## src/hdl/vn_pkg.sv

```systemverilog
// shared widths and types for the vector normalizer
package vn_pkg;
    localparam int CompWidth = 24;
    localparam int FracBits  = 16;
    localparam int MagWidth  = CompWidth;
    localparam int SqWidth   = 2 * CompWidth;
    localparam int SumWidth  = SqWidth + 2;
    localparam int UnitBits  = FracBits + 1;
    localparam int LenWidth  = SumWidth / 2 + 1;

    typedef struct packed {
        logic signed [CompWidth-1:0] vec_x;
        logic signed [CompWidth-1:0] vec_y;
        logic signed [CompWidth-1:0] vec_z;
    } vec_req_t;

    typedef struct packed {
        logic signed [CompWidth-1:0] unit_x;
        logic signed [CompWidth-1:0] unit_y;
        logic signed [CompWidth-1:0] unit_z;
        logic [SqWidth-1:0]          square_sum;
        logic [CompWidth-1:0]        length;
        logic                        normalized_ok;
        logic                        all_zero;
    } unit_rsp_t;
endpackage

```

## src/hdl/vn_square.sv

```systemverilog
// squares a component magnitude, one register stage
module vn_square
(
    input  logic                                 clk,
    input  logic                                 en,
    input  logic signed [vn_pkg::CompWidth-1:0]  comp,
    output logic [vn_pkg::MagWidth-1:0]          mag_reg,
    output logic                                 neg_reg,
    output logic [vn_pkg::SqWidth-1:0]           sq_reg
);
    logic [vn_pkg::MagWidth-1:0] mag_next;

    assign mag_next = comp[vn_pkg::CompWidth-1] ? vn_pkg::MagWidth'(-comp)
                                                : vn_pkg::MagWidth'(comp);

    always_ff @(posedge clk)
    begin
        if (en)
        begin
            mag_reg <= mag_next;
            neg_reg <= comp[vn_pkg::CompWidth-1];
            sq_reg  <= mag_next * mag_next;
        end
    end
endmodule

```

## config.mk

```make
export PLATFORM = sky130hd
export DESIGN_NAME = vn_square
export DESIGN_NICKNAME = d
export VERILOG_FILES = /design/src/hdl/vn_pkg.sv /design/src/hdl/vn_square.sv
export SDC_FILE = /design/constraint.sdc
export NUM_CORES = 1
export LEC_CHECK = 0
export BUFFER_PORTS_ARGS = -buffer_cell sky130_fd_sc_hd__buf_2
export CORE_ASPECT_RATIO = 0.9
export CORE_MARGIN = 5
export CORE_UTILIZATION = 61
export CTS_CLUSTER_SIZE = 16
export DETAILED_ROUTE_END_ITERATION = 10
export GPL_ROUTABILITY_DRIVEN = 0
export GPL_TIMING_DRIVEN = 0
export PLACE_DENSITY = 0.77
export SETUP_SLACK_MARGIN = 0.2
export SYNTH_ARGS = -nofsm -noshare
export SYNTH_HDL_FRONTEND = slang
export SYNTH_SLANG_ARGS = --single-unit
```

## constraint.sdc

```tcl
create_clock -name clk -period 33.8 [get_ports clk]
set_clock_uncertainty 0.1 [all_clocks]
set_input_delay 6.76 -clock clk [delete_from_list [all_inputs] [get_ports clk]]
set_output_delay 6.76 -clock clk [all_outputs]
set_load 0.01 [all_outputs]
```

==> metrics.md <==
| Metric | Value |
|---|---|
| Unrepaired setup endpoints after global routing | false |
| Yosys top cell by area | fa_1 |
| Via/cell ratio | about 5.5 |
| Final WS setup | about 15 ns |
| Gr ovfl total | 0 |
| Antenna Nets Post-Route | 0 |
| Slowest CP cell | clkbuf_1 |
| Port Buf Inserts | 97 |
| Top-count cell post-synth | inv_1 |
| Startpoint Class | input pin |
| Ports | between 90 and 100 |
| First-pass GRT wire length | 76400 um |
| M1 GR Usage | 36.1% |
| Vias in the first global route | around 15k |
| Yosys cell types | 61 |
| Setup CP Type | in -> reg |
| Die X-Extent | between 150 and 200 um |
| Initial antenna violation count | 1 |
| Setup Fix Bufs, Post-CTS | 0 |
| Number of flops mapped to enable cells by yosys | 71 |
| Row cnt | 60 |
| # resized after CTS | 0 |
| CP max stage delay | 0.80 ns |
| Tmin final | about 19 ns |
| Fin crit share | 56.0% |
| Fin. max-slew vios | 1 |
| Worst min-delay path startpoint | comp[0] |
| Syn Area/Cell | between 9 and 10 sq um |
| Drt pass-1 iters | 8 |
| CTS max path bufs | 2 |
| GRT Util Overall | between 20 and 30% |
| CTS buffer count | 9 |
| Hold buffers post-CTS | 0 |
| Htree depth | 3 |
| Max reg flops | 46 |
| Maximum operating frequency | 0.0528 GHz |
| Relative slew slack | -0.218% |
| Cells after synthesis | approximately 1.9k |
| Initial core utilization | 61.5% |
| Hold path endpoint | mag_reg[0] |
| Number of synthesized register bits | between 70 and 80 |
| Min-Delay Path Depth | 1 |
| Max_cap viols | 1 |
| GR Util met3 | 7.85% |
| Detail Placement HPWL | 39000 um |
| Worst-path fanout max | 12 |
| Final-report hold violation count | 0 |
| Clock root cell | clkbuf_16 |
| Most frequent cells after synthesis | inv_1 (594), fa_1 (424), ha_1 (170) |
| Vias | approximately 13k |
| HP Class | in -> reg |
| Asr flop ratio synth | 0% |
| Post-synth top flop | edfxtp_1 |
| Seq/Total Area, Yosys | 11.7% |
| Share of layout cells above drive strength 1 | between 6 and 7% |
| Setup crit end kind | flop |
| Clock Sinks | 71 |
| Starting DRT DRC Count | 921 |
| Core Region | approximately 30000 sq um |
| WP data arrival | between 15 and 20 ns |
| YS warnings | 0 |
| # setup viols final | 0 |
| CTS tree | done |
| Failing checks | max-capacitance violations, max-slew violations |
| Status | finished, violations left |
| Die span in y | around 170 um |
| Drt wl/cell | 19.5 um |
| Area growth, synth to finish | 7.54% |
| Gr busiest metal | met2 |
| Setup total negative slack | 0 ns |
| Clock transition at path regs | approximately 0.070 ns |
| Ranking of synthesized cells by area | fa_1 (46%), inv_1 (12%), edfxtp_1 (12%) |
| Post-Place Setup Slack | approximately 15 ns |
| Final Net Count | 2633 |
| Remaining DRCs | 0 |
| Req. time, crit path | around 34 ns |
| Met2 Usage GRT | about half |
| Mapped cell area | around 18000 sq um |
| Yosys top cell area share | a little under half |
| Pin count of the biggest net entering global routing | 72 |
| Total wire length | 47400 um |
| DIE AREA | ~34000 sq um |
| Worst-Margin Slew | 1.49 ns |
## worst max-delay path by stage
| stage | to | cells past startpoint | startpoint | slack (ns) |
|---|---|---|---|---|
| final | sq_reg[44] | 36 | comp[0] | 14.88 |
| after global routing | sq_reg[44] | 36 | comp[0] | 14.39 |
| after CTS | sq_reg[44] | 36 | comp[0] | 15.10 |
| after detailed placement | sq_reg[44] | 36 | comp[0] | 14.71 |
| after global placement | sq_reg[44] | 36 | comp[0] | 14.89 |
| after floorplan | sq_reg[44] | 33 | comp[0] | 17.38 |
## cells in the final DEF, fill, tap and decap left out, drive strengths merged, types with 4 or more instances in the layout
master,netlist,final
and3,7,7
o31ai,6,6
xnor2,36,36
nand2,168,168
or4,6,6
a211o,4,4
or3,8,8
nor2,135,135
ha,170,170
diode,0,5
conb,2,18
a21oi,45,45
buf,8,105
nand2b,7,7
xor2,35,35
clkbuf,33,43
o21ai,31,31
nor2b,8,8
nor3,7,7
o21a,10,10
inv,596,596
a21o,14,14
clkinv,7,10
nand3,8,8
edfxtp,71,71
fa,424,424
## layer usage
| metal | part of all wire, % | routed length (um) |
|---|---|---|
| met1 | 35 | 16400 |
| met5 | 0 | 0 |
| met2 | 48 | 22600 |
| met3 | 11 | 5200 |
| met4 | 6.7 | 3170 |
## logic make-up after synthesis
group                    after synthesis  synth area share (%)
flip-flops                            71                  11.7
adder cells (fa/ha/maj)              594                  58.1
buffers and inverters                644                  13.3
other                                  2                0.0411
AO/OA/AOI/OAI                        138                  4.79
XOR/XNOR                              71                  3.44
multiplexers                           1                0.0616
AND/OR/NAND/NOR                      368                  8.59
## layout make-up
class	count	area, sq um
Fill cell	2304	10100
Tap cell	403	504
Clock buffer	10	229
Multi-Input combinational cell	1190	13800
Buffer	41	165
Antenna cell	5	12.5
Sequential cell	71	2130
Inverter	603	2270
Timing Repair Buffer	97	488
Clock inverter	6	85.1
## critical path, delay by kind of cell
| family | cells | cell delay (ns) |
|---|---|---|
| adder cells (fa/ha/maj) | 9 | 4.28 |
| buffers and inverters | 11 | 2.57 |
| XOR/XNOR | 2 | 0.29 |
| AO/OA/AOI/OAI | 9 | 2.98 |
| AND/OR/NAND/NOR | 5 | 2.02 |
## per-stage QoR
step / util (%) / cell area, sq um / hold WS (ns) / std cells
floorplan: - / 18300 / 6.76 / 1905
global placement: 65.0 / 19300 / 6.88 / 2405
detailed placement: 65.0 / 19300 / 6.89 / 2405
CTS: 66.1 / 19600 / 6.53 / 2421
global route: 66.1 / 19600 / 6.53 / 2422
finish: 66.1 / 19700 / 6.53 / 2426
Power is not shown: default switching activity piles up to over one toggle a cycle in this logic, so the estimate is an artifact.
